$ cat src/rtl/tmd_pkg.sv
`timescale 1ns / 1ps
package tmd_pkg;

  localparam int unsigned AXES        = 3;
  localparam int unsigned SAMPLE_W    = 16;
  localparam int unsigned SUM_W       = 20;
  localparam int unsigned TRIM_W      = 21;
  localparam int unsigned MAG_W       = 19;
  localparam int unsigned CNT_W       = 4;
  localparam int unsigned QUO_W       = 17;
  localparam int unsigned RECIP_SH    = 24;
  localparam int unsigned RECIP_W     = 25;
  localparam int unsigned SAMPLES_DEF = 10;

  typedef logic signed [SAMPLE_W-1:0] sample_t;
  typedef logic signed [SUM_W-1:0]    sum_t;
  typedef logic [MAG_W-1:0]           mag_t;
  typedef logic [CNT_W-1:0]           cnt_t;

  // Closing totals of one window, per axis
  typedef struct packed {
    sum_t    [AXES-1:0] sum;
    sample_t [AXES-1:0] lo;
    sample_t [AXES-1:0] hi;
  } win_t;

  // Trimmed total as sign and magnitude, per axis
  typedef struct packed {
    logic [AXES-1:0]    neg;
    mag_t [AXES-1:0]    mag;
  } trim_t;

endpackage

$ cat src/rtl/tmd_accum.sv
`timescale 1ns / 1ps
module tmd_accum #(
  parameter int unsigned SAMPLES = tmd_pkg::SAMPLES_DEF
) (
  input  logic            clk,
  input  logic            rst_n,
  input  logic            in_valid,
  output logic            in_ready,
  input  tmd_pkg::sample_t in_sample_x,
  input  tmd_pkg::sample_t in_sample_y,
  input  tmd_pkg::sample_t in_sample_z,
  output logic            win_valid,
  input  logic            win_ready,
  output tmd_pkg::win_t   win
);
  import tmd_pkg::*;

  localparam cnt_t LAST_CNT = CNT_W'(SAMPLES - 1);

  logic    smp_vld_r;
  sample_t smp_r [AXES];
  cnt_t    cnt_r, cnt_nxt;
  sum_t    sum_r [AXES];
  sum_t    sum_nxt [AXES];
  sample_t lo_r [AXES];
  sample_t lo_nxt [AXES];
  sample_t hi_r [AXES];
  sample_t hi_nxt [AXES];
  logic    win_vld_r;
  win_t    win_r, win_nxt;
  logic    win_free, fire, first, last;

  // only the closing sample needs room in the window register
  assign win_free  = !win_vld_r || win_ready;
  assign fire      = smp_vld_r && (!last || win_free);
  assign in_ready  = !smp_vld_r || fire;
  assign first     = (cnt_r == '0);
  assign last      = (cnt_r == LAST_CNT);
  assign win_valid = win_vld_r;
  assign win       = win_r;

  always_comb begin
    cnt_nxt = last ? '0 : cnt_r + 1'b1;
    win_nxt = '0;
    for (int k = 0; k < AXES; k++) begin
      // first sample of a window loads, later ones fold in
      sum_nxt[k] = first ? SUM_W'(smp_r[k]) : sum_r[k] + SUM_W'(smp_r[k]);
      lo_nxt[k]  = (first || (smp_r[k] < lo_r[k])) ? smp_r[k] : lo_r[k];
      hi_nxt[k]  = (first || (smp_r[k] > hi_r[k])) ? smp_r[k] : hi_r[k];
      win_nxt.sum[k] = sum_nxt[k];
      win_nxt.lo[k]  = lo_nxt[k];
      win_nxt.hi[k]  = hi_nxt[k];
    end
  end

  always_ff @(posedge clk) begin
    if (!rst_n) begin
      smp_vld_r <= 1'b0;
      cnt_r     <= '0;
      win_vld_r <= 1'b0;
    end else begin
      if (in_ready) begin
        smp_vld_r <= in_valid;
      end
      if (fire) begin
        cnt_r <= cnt_nxt;
      end
      if (win_free) begin
        win_vld_r <= fire && last;
      end
    end
  end

  always_ff @(posedge clk) begin
    if (in_valid && in_ready) begin
      smp_r[0] <= in_sample_x;
      smp_r[1] <= in_sample_y;
      smp_r[2] <= in_sample_z;
    end
    if (fire) begin
      for (int k = 0; k < AXES; k++) begin
        sum_r[k] <= sum_nxt[k];
        lo_r[k]  <= lo_nxt[k];
        hi_r[k]  <= hi_nxt[k];
      end
    end
    if (fire && last) begin
      win_r <= win_nxt;
    end
  end

endmodule

$ cat src/rtl/tmd_trim.sv
`timescale 1ns / 1ps
module tmd_trim (
  input  logic           clk,
  input  logic           rst_n,
  input  logic           win_valid,
  output logic           win_ready,
  input  tmd_pkg::win_t  win,
  output logic           trim_valid,
  input  logic           trim_ready,
  output tmd_pkg::trim_t trim
);
  import tmd_pkg::*;

  logic  trim_vld_r;
  trim_t trim_r, trim_nxt;
  logic signed [TRIM_W-1:0] tot [AXES];
  logic [TRIM_W-1:0]        mag [AXES];

  assign win_ready  = !trim_vld_r || trim_ready;
  assign trim_valid = trim_vld_r;
  assign trim       = trim_r;

  always_comb begin
    trim_nxt = '0;
    for (int k = 0; k < AXES; k++) begin
      // drop one copy of each extreme
      tot[k] = TRIM_W'($signed(win.sum[k])) - TRIM_W'($signed(win.lo[k]))
             - TRIM_W'($signed(win.hi[k]));
      mag[k] = tot[k][TRIM_W-1] ? (~tot[k] + 1'b1) : tot[k];
      trim_nxt.neg[k] = tot[k][TRIM_W-1];
      trim_nxt.mag[k] = mag[k][MAG_W-1:0];
    end
  end

  always_ff @(posedge clk) begin
    if (!rst_n) begin
      trim_vld_r <= 1'b0;
    end else if (win_ready) begin
      trim_vld_r <= win_valid;
    end
  end

  always_ff @(posedge clk) begin
    if (win_valid && win_ready) begin
      trim_r <= trim_nxt;
    end
  end

endmodule

$ cat src/rtl/tmd_div.sv
`timescale 1ns / 1ps
module tmd_div #(
  parameter int unsigned SAMPLES = tmd_pkg::SAMPLES_DEF
) (
  input  logic             clk,
  input  logic             rst_n,
  input  logic             trim_valid,
  output logic             trim_ready,
  input  tmd_pkg::trim_t   trim,
  output logic             out_valid,
  input  logic             out_ready,
  output tmd_pkg::sample_t out_mean_x,
  output tmd_pkg::sample_t out_mean_y,
  output tmd_pkg::sample_t out_mean_z
);
  import tmd_pkg::*;

  localparam int unsigned    DIVISOR = SAMPLES - 2;
  localparam int unsigned    PROD_W  = MAG_W + RECIP_W;
  // ceil(2^RECIP_SH / DIVISOR): exact for every magnitude below 2^MAG_W
  localparam longint unsigned RECIP_L =
    ((64'd1 << RECIP_SH) + 64'(DIVISOR) - 64'd1) / 64'(DIVISOR);
  localparam logic [RECIP_W-1:0] RECIP = RECIP_L[RECIP_W-1:0];

  logic              out_vld_r;
  sample_t           mean_r [AXES];
  sample_t           mean_nxt [AXES];
  logic [PROD_W-1:0] prod [AXES];
  logic [QUO_W-1:0]  quo [AXES];
  logic [QUO_W-1:0]  sq [AXES];

  assign trim_ready = !out_vld_r || out_ready;
  assign out_valid  = out_vld_r;
  assign out_mean_x = mean_r[0];
  assign out_mean_y = mean_r[1];
  assign out_mean_z = mean_r[2];

  always_comb begin
    for (int k = 0; k < AXES; k++) begin
      prod[k] = PROD_W'(trim.mag[k]) * PROD_W'(RECIP);
      quo[k]  = prod[k][RECIP_SH +: QUO_W];
      // restore sign: truncation toward zero
      sq[k]   = trim.neg[k] ? (~quo[k] + 1'b1) : quo[k];
      mean_nxt[k] = sq[k][SAMPLE_W-1:0];
    end
  end

  always_ff @(posedge clk) begin
    if (!rst_n) begin
      out_vld_r <= 1'b0;
    end else if (trim_ready) begin
      out_vld_r <= trim_valid;
    end
  end

  always_ff @(posedge clk) begin
    if (trim_valid && trim_ready) begin
      for (int k = 0; k < AXES; k++) begin
        mean_r[k] <= mean_nxt[k];
      end
    end
  end

endmodule

$ cat src/rtl/three_axis_trimmed_mean_decimator_unit.sv
`timescale 1ns / 1ps
// Three-axis trimmed-mean decimator. Each request carries one signed 16-bit
// X/Y/Z sample; every SAMPLES requests make a window, and on the last one of
// each window the block returns one request holding, per axis, the mean of
// the window with one copy of its smallest and one of its largest sample
// dropped, truncated toward zero. The other requests of a window return
// nothing. One request is taken every clock cycle while out_ready is high;
// the closing sample's result passes through the sample register, window
// register, trim register and output register in turn. in_ready follows
// out_ready through the valid bit of each stage, so a stalled output
// holds the whole pipe only once every stage is full. No start-up sweep
// is needed: the window counter clears on reset and the first sample of
// every window reloads the running sums and extremes.
module three_axis_trimmed_mean_decimator_unit #(
  parameter int unsigned SAMPLES = tmd_pkg::SAMPLES_DEF
) (
  input  logic             clk,
  input  logic             rst_n,
  input  logic             in_valid,
  output logic             in_ready,
  input  tmd_pkg::sample_t in_sample_x,
  input  tmd_pkg::sample_t in_sample_y,
  input  tmd_pkg::sample_t in_sample_z,
  output logic             out_valid,
  input  logic             out_ready,
  output tmd_pkg::sample_t out_mean_x,
  output tmd_pkg::sample_t out_mean_y,
  output tmd_pkg::sample_t out_mean_z
);
  import tmd_pkg::*;

  // window totals handed from the accumulator to the trim stage
  logic  win_valid, win_ready;
  win_t  win;
  // sign and magnitude handed from the trim stage to the divider
  logic  trim_valid, trim_ready;
  trim_t trim;

  // Accumulate: hold the sample, fold it into running sum, min and max,
  // and latch the closing totals on the last sample of a window.
  tmd_accum #(
    .SAMPLES (SAMPLES)
  ) u_accum (
    .clk         (clk),
    .rst_n       (rst_n),
    .in_valid    (in_valid),
    .in_ready    (in_ready),
    .in_sample_x (in_sample_x),
    .in_sample_y (in_sample_y),
    .in_sample_z (in_sample_z),
    .win_valid   (win_valid),
    .win_ready   (win_ready),
    .win         (win)
  );

  // Trim: subtract both extremes and split into sign and magnitude.
  tmd_trim u_trim (
    .clk        (clk),
    .rst_n      (rst_n),
    .win_valid  (win_valid),
    .win_ready  (win_ready),
    .win        (win),
    .trim_valid (trim_valid),
    .trim_ready (trim_ready),
    .trim       (trim)
  );

  // Divide by SAMPLES-2 through a reciprocal multiply, then restore sign.
  tmd_div #(
    .SAMPLES (SAMPLES)
  ) u_div (
    .clk        (clk),
    .rst_n      (rst_n),
    .trim_valid (trim_valid),
    .trim_ready (trim_ready),
    .trim       (trim),
    .out_valid  (out_valid),
    .out_ready  (out_ready),
    .out_mean_x (out_mean_x),
    .out_mean_y (out_mean_y),
    .out_mean_z (out_mean_z)
  );

endmodule

$ cat config.mk
export PLATFORM = sky130hd
export DESIGN_NAME = three_axis_trimmed_mean_decimator_unit
export DESIGN_NICKNAME = d
export VERILOG_FILES = /design/src/rtl/tmd_pkg.sv /design/src/rtl/tmd_accum.sv /design/src/rtl/tmd_trim.sv /design/src/rtl/tmd_div.sv /design/src/rtl/three_axis_trimmed_mean_decimator_unit.sv
export SDC_FILE = /design/constraint.sdc
export NUM_CORES = 1
export LEC_CHECK = 0
export CORE_UTILIZATION = 60
export DETAILED_ROUTE_END_ITERATION = 10
export DONT_BUFFER_PORTS = 1
export HOLD_SLACK_MARGIN = 0.08
export PLACE_DENSITY = 0.76
export SLEW_MARGIN = 5
export SYNTH_ARGS = -nofsm -noshare
export SYNTH_HDL_FRONTEND = slang
export SYNTH_SLANG_ARGS = --single-unit
$ cat constraint.sdc
create_clock -name clk -period 20.7 [get_ports clk]
set_clock_uncertainty 0.05 [all_clocks]
set_input_delay 4.14 -clock clk [delete_from_list [all_inputs] [get_ports clk]]
set_output_delay 4.14 -clock clk [all_outputs]
set_load 0.01 [all_outputs]
# --- Yosys cells after proc, flatten, opt, wreduce, memory -nomap -nowiden ---
# Memory sizes are Yosys's and may differ from the RTL's.
# Index checks and enable logic that the tools add are counted.
totals:
  word_cells: 96
  mem_bits_rw: 252
  mem_count: 5
  output_inout_bits: 50
  register_bits: 224
op_classes:
  reduce_logical: 22
  n_bitwise: 6
  muxes: 22
  n_eq_ne: 1
  n_addsub: 16
  n_lt_le_gt_ge: 6
memory_table:
  columns: ["memory", "words", "width", "rd", "rd_ports_with_merged_regs", "write_ports", "line", "source"]
  rows:
  - ["u_accum.sum_r", 3, 20, 3, 0, 3, "tmd_accum.sv:23", "sum_t sum_r [AXES];"]
  - ["u_accum.hi_r", 3, 16, 3, 0, 3, "tmd_accum.sv:27", "sample_t hi_r [AXES];"]
  - ["u_accum.lo_r", 3, 16, 3, 0, 3, "tmd_accum.sv:25", "sample_t lo_r [AXES];"]
  - ["u_accum.smp_r", 3, 16, 3, 0, 3, "tmd_accum.sv:21", "sample_t smp_r [AXES];"]
  - ["u_div.mean_r", 3, 16, 3, 0, 3, "tmd_div.sv:26", "sample_t mean_r [AXES];"]
ops:
  columns: ["op", "n"]
  rows:
  - ["2-to-1 mux 16 bit", 9]
  - ["subtractor 20 x 16 -> 21 bit", 3]
  - ["subtractor 21 x 16 -> 21 bit", 3]
  - ["adder 20 x 16 -> 20 bit", 3]
  - ["2-to-1 mux 20 bit", 3]
  - ["adder 19 x 1 -> 19 bit (second input constant)", 3]
  - ["2-to-1 mux 19 bit", 3]
  - ["NOT 19 bit", 3]
  - ["adder 16 x 1 -> 16 bit (second input constant)", 3]
  - ["greater-than comparator 16 bit", 3]
  - ["< comparator 16 bit", 3]
  - ["NOT 16 bit", 3]
  - ["logical OR 1 bit", 11]
  - ["2-to-1 mux 1 bit", 6]
  - ["logical AND 1 bit", 5]
  - ["zero test 1 bit", 5]
  - ["adder 4 x 1 -> 4 bit (second input constant)", 1]
  - ["== test 4 bit (second input constant)", 1]
  - ["zero test 4 bit", 1]
  - ["2-to-1 mux 4 bit", 1]

# --- Logic depth before layout (Yosys ltp) ---
# Gate-level depths: netlist (run 1).
depth:
  ltp_word: 10
  mapped_depth: 16
  mapped_depth_nobuf: 15

# --- Hierarchy ---
# A second synthesis (run 1) with hierarchy kept.
hier_totals:
  cells_unflattened: 2378
  hier_area_um2: 28359.7
modules_own_cells:
  columns: ["module", "seq_area_each_um2", "cells_per_inst", "area_per_inst_um2", "instances"]
  rows:
  - ["tmd_accum", 10930.5, 1336, 18051.1, 1]
  - ["tmd_trim", 1821.7, 854, 7858.8, 1]
  - ["tmd_div", 1461.4, 188, 2449.8, 1]

# --- Worst setup path before layout (run 1) ---
# No wires, ideal clock.
synth_path:
  path_kind: "input -> register"
  from: "input out_ready"
  to: "register u_accum.win_r (netlist bit u_accum.win[0]), enable pin"
  required_time_ps: 20149
  path_buffers: 0
  cell_stages: 7
  setup_ps: 501
  t_arrival_ps: 15273
  slack_ps: 4876
  path_cell_list: "nor2b_1 > and2_1 > nand2_1 > nor2_1 > nor2b_1 > nand2b_1 > inv_1"
synth_between:
  elab_chain_cells: 6
synth_lines:
  columns: ["element", "line", "source"]
  rows:
  - ["start: declaration", "three_axis_trimmed_mean_decimator_unit.sv:25", "input logic out_ready,"]
  - ["logical OR 1 bit", "tmd_div.sv:32", "assign trim_ready = !out_vld_r || out_ready;"]
  - ["logical OR 1 bit", "tmd_trim.sv:19", "assign win_ready = !trim_vld_r || trim_ready;"]
  - ["logical OR 1 bit", "tmd_accum.sv:34", "assign win_free = !win_vld_r || win_ready;"]
  - ["logical OR 1 bit", "tmd_accum.sv:35", "assign fire = smp_vld_r && (!last || win_free);"]
  - ["logical AND 1 bit", "tmd_accum.sv:35", null]
  - ["net u_accum.fire", "tmd_accum.sv:31", "logic win_free, fire, first, last;"]
  - ["logical AND 1 bit", "tmd_accum.sv:87", "if (fire && last) begin"]
  - ["end signal: assignment", "tmd_accum.sv:88", "win_r <= win_nxt;"]
  - ["end: declaration", "tmd_accum.sv:30", "win_t win_r, win_nxt;"]
# The timed path passes the listed nets, and every way through them passes these cells.
# A chain may end at the register's enable or synchronous reset.

# --- Worst setup path after layout (run 1) ---
layout_path:
  from: "input out_ready"
  to: "output in_ready"
layout_between:
  elab_chain_cells: 6
layout_lines:
  columns: ["element", "line", "source"]
  rows:
  - ["logical OR 1 bit", "tmd_div.sv:32", null]
  - ["logical OR 1 bit", "tmd_trim.sv:19", null]
  - ["logical OR 1 bit", "tmd_accum.sv:34", null]
  - ["logical OR 1 bit", "tmd_accum.sv:35", null]
  - ["logical AND 1 bit", "tmd_accum.sv:35", null]
  - ["logical OR 1 bit", "tmd_accum.sv:36", "assign in_ready = !smp_vld_r || fire;"]
  - ["end: declaration", "three_axis_trimmed_mean_decimator_unit.sv:20", "output logic in_ready,"]
# Every way passes these cells.

==> results_tabular.tex, run 1 <==
\begin{tabular}{lr}
\hline
Metric & Value \\
\hline
\multicolumn{2}{l}{\textbf{Outcome}} \\
Run status & completed \\
\multicolumn{2}{l}{\textbf{Clocking}} \\
Root buffer cell & sky130\_fd\_sc\_hd\_\_clkbuf\_16 \\
Post-CTS repair timing setup buffer count & 0 \\
Clock slew seen by the registers of the worst setup and hold paths & 0.06 ns \\
Post-cts gate resize count & 0 \\
\# clock sinks & 467 \\
Max Buffers Root-to-Sink & 3 \\
TritonCTS clock tree & done \\
\# H-tree levels & 2 \\
Clk Latency, worst-skew pair & 0.59 ns \\
Cts hold-fix bufs & 0 \\
CTS Buf Count & 49 \\
\multicolumn{2}{l}{\textbf{STA}} \\
Period utilisation layout & 46.8\% \\
Worst setup margin & 11.02 ns \\
Final setup TNS & 0 ns \\
Final setup violation count & 0 \\
Max-slew violation count & 0 \\
Worst slack on hold paths & 0.464 ns \\
Worst-Margin Slew & 1.16 ns \\
FMAX & 103 MHz \\
RSZ-0062 raised after global routing & no \\
Tmin final & 9.68 ns \\
Count of endpoints failing hold in the final timing report & 0 \\
Relative slew slack & 22.6\% \\
\multicolumn{2}{l}{\textbf{Synthesis}} \\
Sequential-to-total area share from yosys stat & 51.7\% \\
Count of state elements after synthesis & 467 \\
Syn. warnings & 0 \\
Mean instance size in the synthesized netlist & 12.1 sq um \\
Largest area contributor in the synthesized netlist & sky130\_fd\_sc\_hd\_\_edfxtp\_1 \\
Portion of synthesized cell area occupied by the leading cell type & 51.1\% \\
Yosys cell types & 81 \\
Ranking of synthesized cells by area & sky130\_fd\_sc\_hd\_\_edfxtp\_1, sky130\_fd\_sc\_hd\_\_ha\_1, sky130\_fd\_sc\_hd\_\_fa\_1 \\
Most instantiated flip-flop cell in the synthesis netlist & sky130\_fd\_sc\_hd\_\_edfxtp\_1 \\
Count of flip-flops with a built-in enable after synthesis & 459 \\
Proportion of synthesized flip-flops having asynchronous set or reset & 0\% \\
Net count of the mapped netlist & 2,558 \\
Cell area after synthesis & 27,000 sq um \\
Synthesized instance count & 2,224 \\
\multicolumn{2}{l}{\textbf{Place}} \\
Detailed Place HPWL & 39,200 microns \\
Worst Setup Slack post-DPL & 11.01 ns \\
I/O Buffers & 0 \\
Gp weighted congestion & 0.864 \\
\multicolumn{2}{l}{\textbf{Global routing}} \\
Largest net degree at the start of global routing & 85 \\
Number of global-route vias before repair & 17.0k \\
Number of antenna violations at the first check in global routing & 0 \\
Global Route Usage Sum & 23.6\% \\
Total overflow reported by the global router & 0 \\
First-pass GRT wire length & 86,700 microns \\
\multicolumn{2}{l}{\textbf{Setup path}} \\
Type of the worst setup path & input pin to output pin \\
Startpoint kind of the worst setup timing path & input pin \\
Worst Reg2Reg Path Length in Cells & 9 \\
Largest incremental delay on the critical path & 0.37 ns \\
Reg2Reg Setup Slack & 16.18 ns \\
Most common cell on crit path & sky130\_fd\_sc\_hd\_\_nand2\_1 \\
Cell-by-cell trace of the critical path & nor2b\_1, and2\_1, nand2\_1, nor2\_1, nand2\_1 \\
Crit path arrival time & 5.49 ns \\
CP Buf/Inv Count & 0 \\
Launch point of the worst reg-to-reg path & u\_div.out\_valid \\
Worst-path fanout max & 3 \\
Data required time at the worst endpoint & 16.51 ns \\
CP Depth & 5 \\
Top Family by Delay on Critical Path & simple AND/OR/NAND/NOR gates \\
Critical register-to-register path endpoint & u\_accum.win[34] \\
Crit-path slowest cell & sky130\_fd\_sc\_hd\_\_nor2b\_1 \\
Kind of capture point of the worst setup path & output pin \\
\multicolumn{2}{l}{\textbf{Die}} \\
Floorplan core area & 44,300 sq um \\
Number of core rows & 77 \\
Area enclosed by the die boundary & 45,800 sq um \\
Effective utilization at floorplan & 60.9\% \\
Vertical extent of the die & 214 microns \\
Floorplan die width & 214 microns \\
Number of top-level pins & 102 \\
\multicolumn{2}{l}{\textbf{Power}} \\
Pwr per Cell Area & 76.5 nW/um\^{}2 \\
Leakage power & 11.5 nW \\
Largest vdd supply drop & 0.000100 V \\
\multicolumn{2}{l}{\textbf{Cells and area}} \\
Share of cells above drive strength 1 & 9.36\% \\
Fill cells & 3,220 \\
Fin nets & 2,592 \\
Final antenna diode count & 0 \\
Utilization after layout & 66.2\% \\
Area growth from synthesis to final layout & 8.72\% \\
\multicolumn{2}{l}{\textbf{Worst hold path}} \\
Min-Delay Path Depth & 0 \\
Hold Path Sink & u\_div.mean\_r[0][0] \\
Worst min-delay path category & register to register \\
Source of the worst hold timing path & u\_trim.trim[3] \\
\multicolumn{2}{l}{\textbf{Route}} \\
\# DRC & 0 \\
Avg Vias per Cell & 5.89 \\
DR WL/cell & 18.6 microns \\
Vias post-DR & 17.0k \\
Drt pass-1 iters & 5 \\
Iteration-0 DRC Markers & 1,211 \\
Post-detailed-routing wire length & 53,900 microns \\
Number of nets with antenna violations after detailed routing & 0 \\
\multicolumn{2}{l}{\textbf{Job}} \\
Number of violations of the max-capacitance limit & 0 \\
\hline
\end{tabular}
cell type report:
| cell class | count | area, sq um | share of cell area [%] |
|---|---|---|---|
| clock buffers | 58 | 1300 | 4.44 |
| clock inverters | 31 | 287 | 0.977 |
| inverters | 258 | 973 | 3.32 |
| multi-input cells | 1469 | 12000 | 40.9 |
| flip-flops and latches | 467 | 13900 | 47.6 |
| well taps | 592 | 741 | 2.53 |
| repair buffers | 13 | 97.6 | 0.333 |
state kept, by name (all words and copies together) (netlist names):
name and count:
u_accum.cnt_r 4, u_accum.hi_r 48, u_accum.lo_r 48, u_accum.smp_r 48, u_accum.smp_vld_r 1, u_accum.sum_r 60, u_accum.win 156, u_accum.win_valid 1
u_div.mean_r 48, u_div.out_valid 1, u_trim.trim 51, u_trim.trim_valid 1
per-stage QoR:
step	area (sq um)	cells	total power [mW]
2_1_floorplan	27000	2224	1.32
5_1_grt	29300	2888	2.33
3_5_place_dp	27700	2799	1.38
4_1_cts	29300	2888	2.26
6_report	29300	2888	2.24
3_3_place_gp	27700	2799	1.37
layer usage:
layer,vias to the layer above,routed length [microns],global-route usage (%),part of all wire [%]
li1,8198,-,-,-
met1,8311,23900,31.5,44
met2,435,26500,40.4,49
met3,74,2420,3.18,4.5
met4,0,1070,6.55,2.0
met5,-,0,0,0
cells by family after synthesis:
kind of cell | Yosys count | share of synthesized area, %
xor+xnor | 189 | 6.14
buf+inv | 288 | 4.12
simple gates | 451 | 8.40
mux | 98 | 4.05
fa+ha+maj | 282 | 14.8
compound gates | 449 | 10.8
flops | 467 | 51.7
worst register-to-register path: stages, from the launching register on:
cell and delay (ns):
sky130_fd_sc_hd__dfxtp_1 0.33, sky130_fd_sc_hd__nor2b_1 0.21, sky130_fd_sc_hd__and2_1 0.24, sky130_fd_sc_hd__nand2_1 0.17
sky130_fd_sc_hd__nor2_1 0.13, sky130_fd_sc_hd__nor2b_4 0.11, sky130_fd_sc_hd__buf_4 0.86, sky130_fd_sc_hd__nand2b_1 0.35
sky130_fd_sc_hd__inv_6 0.58, sky130_fd_sc_hd__buf_4 0.95
cell usage in the layout (no fill, tap or decap), drive strengths merged, types with 9 or more instances in the layout:
| cell type | count |
|---|---|
| a211oi | 13 |
| a21boi | 11 |
| a21o | 51 |
| a21oi | 127 |
| a31oi | 9 |
| and3 | 16 |
| buf | 13 |
| clkbuf | 58 |
| clkinv | 19 |
| edfxtp | 459 |
| fa | 63 |
| ha | 219 |
| inv | 263 |
| mux2 | 90 |
| nand2 | 119 |
| nand2b | 26 |
| nand3 | 34 |
| nand4 | 23 |
| nor2 | 105 |
| nor2b | 29 |
| nor3 | 41 |
| o211ai | 14 |
| o21a | 30 |
| o21ai | 104 |
| o31ai | 26 |
| or3 | 14 |
| xnor2 | 126 |
| xor2 | 63 |
power by group:
| group | leakage (nW) | internal [mW] | total, mW | switching [mW] |
|---|---|---|---|---|
| Combinational | 6.46 | 0.109 | 0.257 | 0.148 |
| Clock | 0.780 | 0.502 | 0.874 | 0.372 |
| Sequential | 4.29 | 1.09 | 1.11 | 0.0276 |
| Total | 11.5 | 1.70 | 2.24 | 0.547 |
cell usage after synthesis (28+ instances only):
master / count
sky130_fd_sc_hd__nand3_1: 34
sky130_fd_sc_hd__xor2_1: 63
sky130_fd_sc_hd__inv_1: 257
sky130_fd_sc_hd__ha_1: 219
sky130_fd_sc_hd__o21ai_0: 101
sky130_fd_sc_hd__a21o_1: 50
sky130_fd_sc_hd__fa_1: 63
sky130_fd_sc_hd__nor3_1: 40
sky130_fd_sc_hd__nand2_1: 118
sky130_fd_sc_hd__nor2_1: 105
sky130_fd_sc_hd__mux2_2: 90
sky130_fd_sc_hd__a21oi_1: 126
sky130_fd_sc_hd__edfxtp_1: 459
sky130_fd_sc_hd__nor2b_1: 28
sky130_fd_sc_hd__xnor2_1: 126
sky130_fd_sc_hd__o21a_1: 30
worst max-delay path by stage:
stage / from / to / slack, ns
2_1_floorplan: out_ready / u_accum.win[0] / 4.88
3_3_place_gp: out_ready / in_ready / 11.02
3_5_place_dp: out_ready / in_ready / 11.01
4_1_cts: out_ready / in_ready / 11.00
5_1_grt: out_ready / in_ready / 10.95
6_report: out_ready / in_ready / 11.02
(Power assumes the default switching activity.)
==> inputs of run 2 (changes only) <==
==> constraint.sdc (replaced) <==
create_clock -name clk -period 10.1 [get_ports clk]
set_clock_uncertainty 0.05 [all_clocks]
set_input_delay 2.02 -clock clk [delete_from_list [all_inputs] [get_ports clk]]
set_output_delay 2.02 -clock clk [all_outputs]
set_load 0.01 [all_outputs]
==> run 2 against run 1 <==
Effect of this change: cell count about the same; sequential cell count unchanged; sequential share of layout area down 0.31 points; worst setup slack worse by 6.3 ns; clock-buffer cell count up 1; register-to-register slack worse by 11 ns; largest power group unchanged.
==> results_tabular.tex, run 2 (synthesis gave the netlist of run 1 again) <==
\begin{tabular}{lr}
\hline
Metric & Value \\
\hline
\multicolumn{2}{l}{\textbf{Clocking}} \\
TritonCTS clock tree & done (unchanged) \\
Post-cts gate resize count & 0 (unchanged) \\
\# clock sinks & 467 (unchanged) \\
CTS Buf Count & 50 (was 49) \\
Max Buffers Root-to-Sink & 3 (unchanged) \\
Clk Latency, worst-skew pair & 0.59 ns (about the same) \\
\# H-tree levels & 2 (unchanged) \\
Post-CTS repair timing setup buffer count & 0 (unchanged) \\
Root buffer cell & sky130\_fd\_sc\_hd\_\_clkbuf\_16 (unchanged) \\
Cts hold-fix bufs & 0 (unchanged) \\
Clock slew seen by the registers of the worst setup and hold paths & 0.06 ns (about the same) \\
\multicolumn{2}{l}{\textbf{Setup path}} \\
Reg2Reg Setup Slack & 5.59 ns (was 16.18 ns) \\
Critical register-to-register path endpoint & u\_trim.trim[29] (was u\_accum.win[34]) \\
Worst Reg2Reg Path Length in Cells & 13 (was 9) \\
Type of the worst setup path & input pin to output pin (unchanged) \\
Worst-path fanout max & 3 (unchanged) \\
Crit-path slowest cell & sky130\_fd\_sc\_hd\_\_nor2b\_1 (unchanged) \\
Startpoint kind of the worst setup timing path & input pin (unchanged) \\
Largest incremental delay on the critical path & 0.37 ns (about the same) \\
Kind of capture point of the worst setup path & output pin (unchanged) \\
Crit path arrival time & 3.35 ns (was 5.49 ns) \\
Most common cell on crit path & sky130\_fd\_sc\_hd\_\_nand2\_1 (unchanged) \\
CP Buf/Inv Count & 0 (unchanged) \\
Cell-by-cell trace of the critical path & nor2b\_1, and2\_1, nand2\_1, nor2\_1, nand2\_1 (unchanged) \\
Data required time at the worst endpoint & 8.03 ns (was 16.51 ns) \\
Launch point of the worst reg-to-reg path & u\_accum.win[21] (was u\_div.out\_valid) \\
Top Family by Delay on Critical Path & simple AND/OR/NAND/NOR gates (unchanged) \\
\multicolumn{2}{l}{\textbf{Die}} \\
Area enclosed by the die boundary & 45,800 sq um (unchanged) \\
Effective utilization at floorplan & 60.9\% (unchanged) \\
Floorplan die width & 214 microns (unchanged) \\
Floorplan core area & 44,300 sq um (unchanged) \\
Vertical extent of the die & 214 microns (unchanged) \\
Number of top-level pins & 102 (unchanged) \\
Number of core rows & 77 (unchanged) \\
\multicolumn{2}{l}{\textbf{Worst hold path}} \\
Min-Delay Path Depth & 1 (was 0) \\
Source of the worst hold timing path & u\_trim.trim\_valid (was u\_trim.trim[3]) \\
Hold Path Sink & u\_div.out\_valid (was u\_div.mean\_r[0][0]) \\
Worst min-delay path category & register to register (unchanged) \\
\multicolumn{2}{l}{\textbf{Place}} \\
Standard cell area after detailed placement & 27,700 sq um (about the same) \\
Worst Setup Slack post-DPL & 4.57 ns (was 11.01 ns) \\
Gp weighted congestion & 0.839 (was 0.864) \\
Detailed Place HPWL & 39,500 microns (was 39,200 microns) \\
I/O Buffers & 0 (unchanged) \\
\multicolumn{2}{l}{\textbf{Global routing}} \\
Number of global-route vias before repair & 17.2k (was 17.0k) \\
Largest net degree at the start of global routing & 88 (was 85) \\
First-pass GRT wire length & 89,400 microns (was 86,700 microns) \\
Total overflow reported by the global router & 0 (unchanged) \\
Global Route Usage Sum & 24.5\% (was 23.6\%) \\
Number of antenna violations at the first check in global routing & 0 (unchanged) \\
\multicolumn{2}{l}{\textbf{Cells and area}} \\
Share of cells above drive strength 1 & 9.36\% (about the same) \\
Post-Layout Inst Area & 29,500 sq um (was 29,300 sq um) \\
Most common cell after layout, fill and taps aside & sky130\_fd\_sc\_hd\_\_edfxtp\_1 (unchanged) \\
Area growth from synthesis to final layout & 9.44\% (was 8.72\%) \\
Fin nets & 2,592 (unchanged) \\
Max FFs per register & 156 (unchanged) \\
Commonest non-fill, non-tap cells in the layout & sky130\_fd\_sc\_hd\_\_edfxtp\_1, sky130\_fd\_sc\_hd\_\_inv\_1, sky130\_fd\_sc\_hd\_\_ha\_1 (unchanged) \\
Final antenna diode count & 0 (unchanged) \\
\multicolumn{2}{l}{\textbf{Power}} \\
Pwr per Cell Area & 163 nW/um\^{}2 (was 76.5 nW/um\^{}2) \\
Largest vdd supply drop & 0.000164 V (was 0.000100 V) \\
Leakage power & 11.6 nW (was 11.5 nW) \\
\multicolumn{2}{l}{\textbf{STA}} \\
Max-slew violation count & 0 (unchanged) \\
Final setup TNS & 0 ns (unchanged) \\
FMAX & 184 MHz \\
Worst setup margin & 4.68 ns (was 11.02 ns) \\
Final setup violation count & 0 (unchanged) \\
Count of endpoints failing hold in the final timing report & 0 (unchanged) \\
Period utilisation layout & 53.7\% \\
Relative slew slack & 22.1\% (was 22.6\%) \\
RSZ-0062 raised after global routing & no (unchanged) \\
Tmin final & 5.42 ns \\
Worst-Margin Slew & 1.17 ns (was 1.16 ns) \\
\multicolumn{2}{l}{\textbf{Route}} \\
Vias post-DR & 17.0k (about the same) \\
DR WL/cell & 19.1 microns (was 18.6 microns) \\
Post-detailed-routing wire length & 55,100 microns (was 53,900 microns) \\
\# DRC & 0 (unchanged) \\
Avg Vias per Cell & 5.90 (was 5.89) \\
Iteration-0 DRC Markers & 1,152 (was 1,211) \\
Number of nets with antenna violations after detailed routing & 0 (unchanged) \\
Drt pass-1 iters & 5 (unchanged) \\
\multicolumn{2}{l}{\textbf{Job}} \\
Number of violations of the max-capacitance limit & 0 (unchanged) \\
\multicolumn{2}{l}{\textbf{Outcome}} \\
Run status & completed (unchanged) \\
\hline
\end{tabular}
-- run 2: cell types whose count changed in the layout (fill, tap and decap cells not counted), sizes merged --
cell      delta
clkinvlp     -1
clkbuf       +1
inv          -5
buf          -1
clkinv       +1
bufinv       +7
-- run 2: layout make-up --
cell class	instances	area (sq um)
Clock inverter	33	443
Inverter	258	973
Sequential cell	467	13900
Tap cell	592	741
Clock buffer	59	1350
Multi-Input combinational cell	1469	12000
Fill cell	3187	14800
Timing Repair Buffer	12	90.1
-- run 2: worst reg2reg max path: cells and delay by family, from the launching register on --
kind	cells	cell delay (ns)
compound gates	7	1.64
xor+xnor	2	1.06
fa+ha+maj	2	0.94
flops	1	0.32
simple gates	1	0.17
buf+inv	1	0.05
-- run 2: power breakdown --
part | switching (mW) | internal [mW]
sequential | 0.0568 | 2.23
clock | 0.754 | 1.23
combinational | 0.311 | 0.222
total | 1.12 | 3.68
-- run 2: worst max path at each step --
stage | start | endpoint | slack, ns | cells past startpoint
CTS | out_ready | in_ready | 4.70 | 5
global placement | out_ready | u_accum.win[152] | 4.65 | 8
global route | out_ready | in_ready | 4.63 | 5
finish | out_ready | in_ready | 4.68 | 5
floorplan | out_ready | u_accum.win[0] | 1.48 | 7
detailed placement | out_ready | u_accum.win[149] | 4.57 | 8
-- run 2: through the flow --
| step | utilization (%) | power (mW) | std cells | hold slack, ns |
|---|---|---|---|---|
| finish | 66.6 | 4.80 | 2890 | 0.449 |
| global route | 66.6 | 4.97 | 2890 | 0.483 |
| CTS | 66.6 | 4.83 | 2890 | 0.449 |
| detailed placement | 62.6 | 2.84 | 2798 | 0.428 |
| global placement | 62.6 | 2.81 | 2798 | 0.431 |
| floorplan | - | 2.69 | 2224 | 0.397 |
-- run 2: metal layers --
layer	track usage [%]	wire length, microns
met3	3.72	2680
met1	32.5	23900
met4	7.58	1540
met2	41.7	27000
met5	0	0
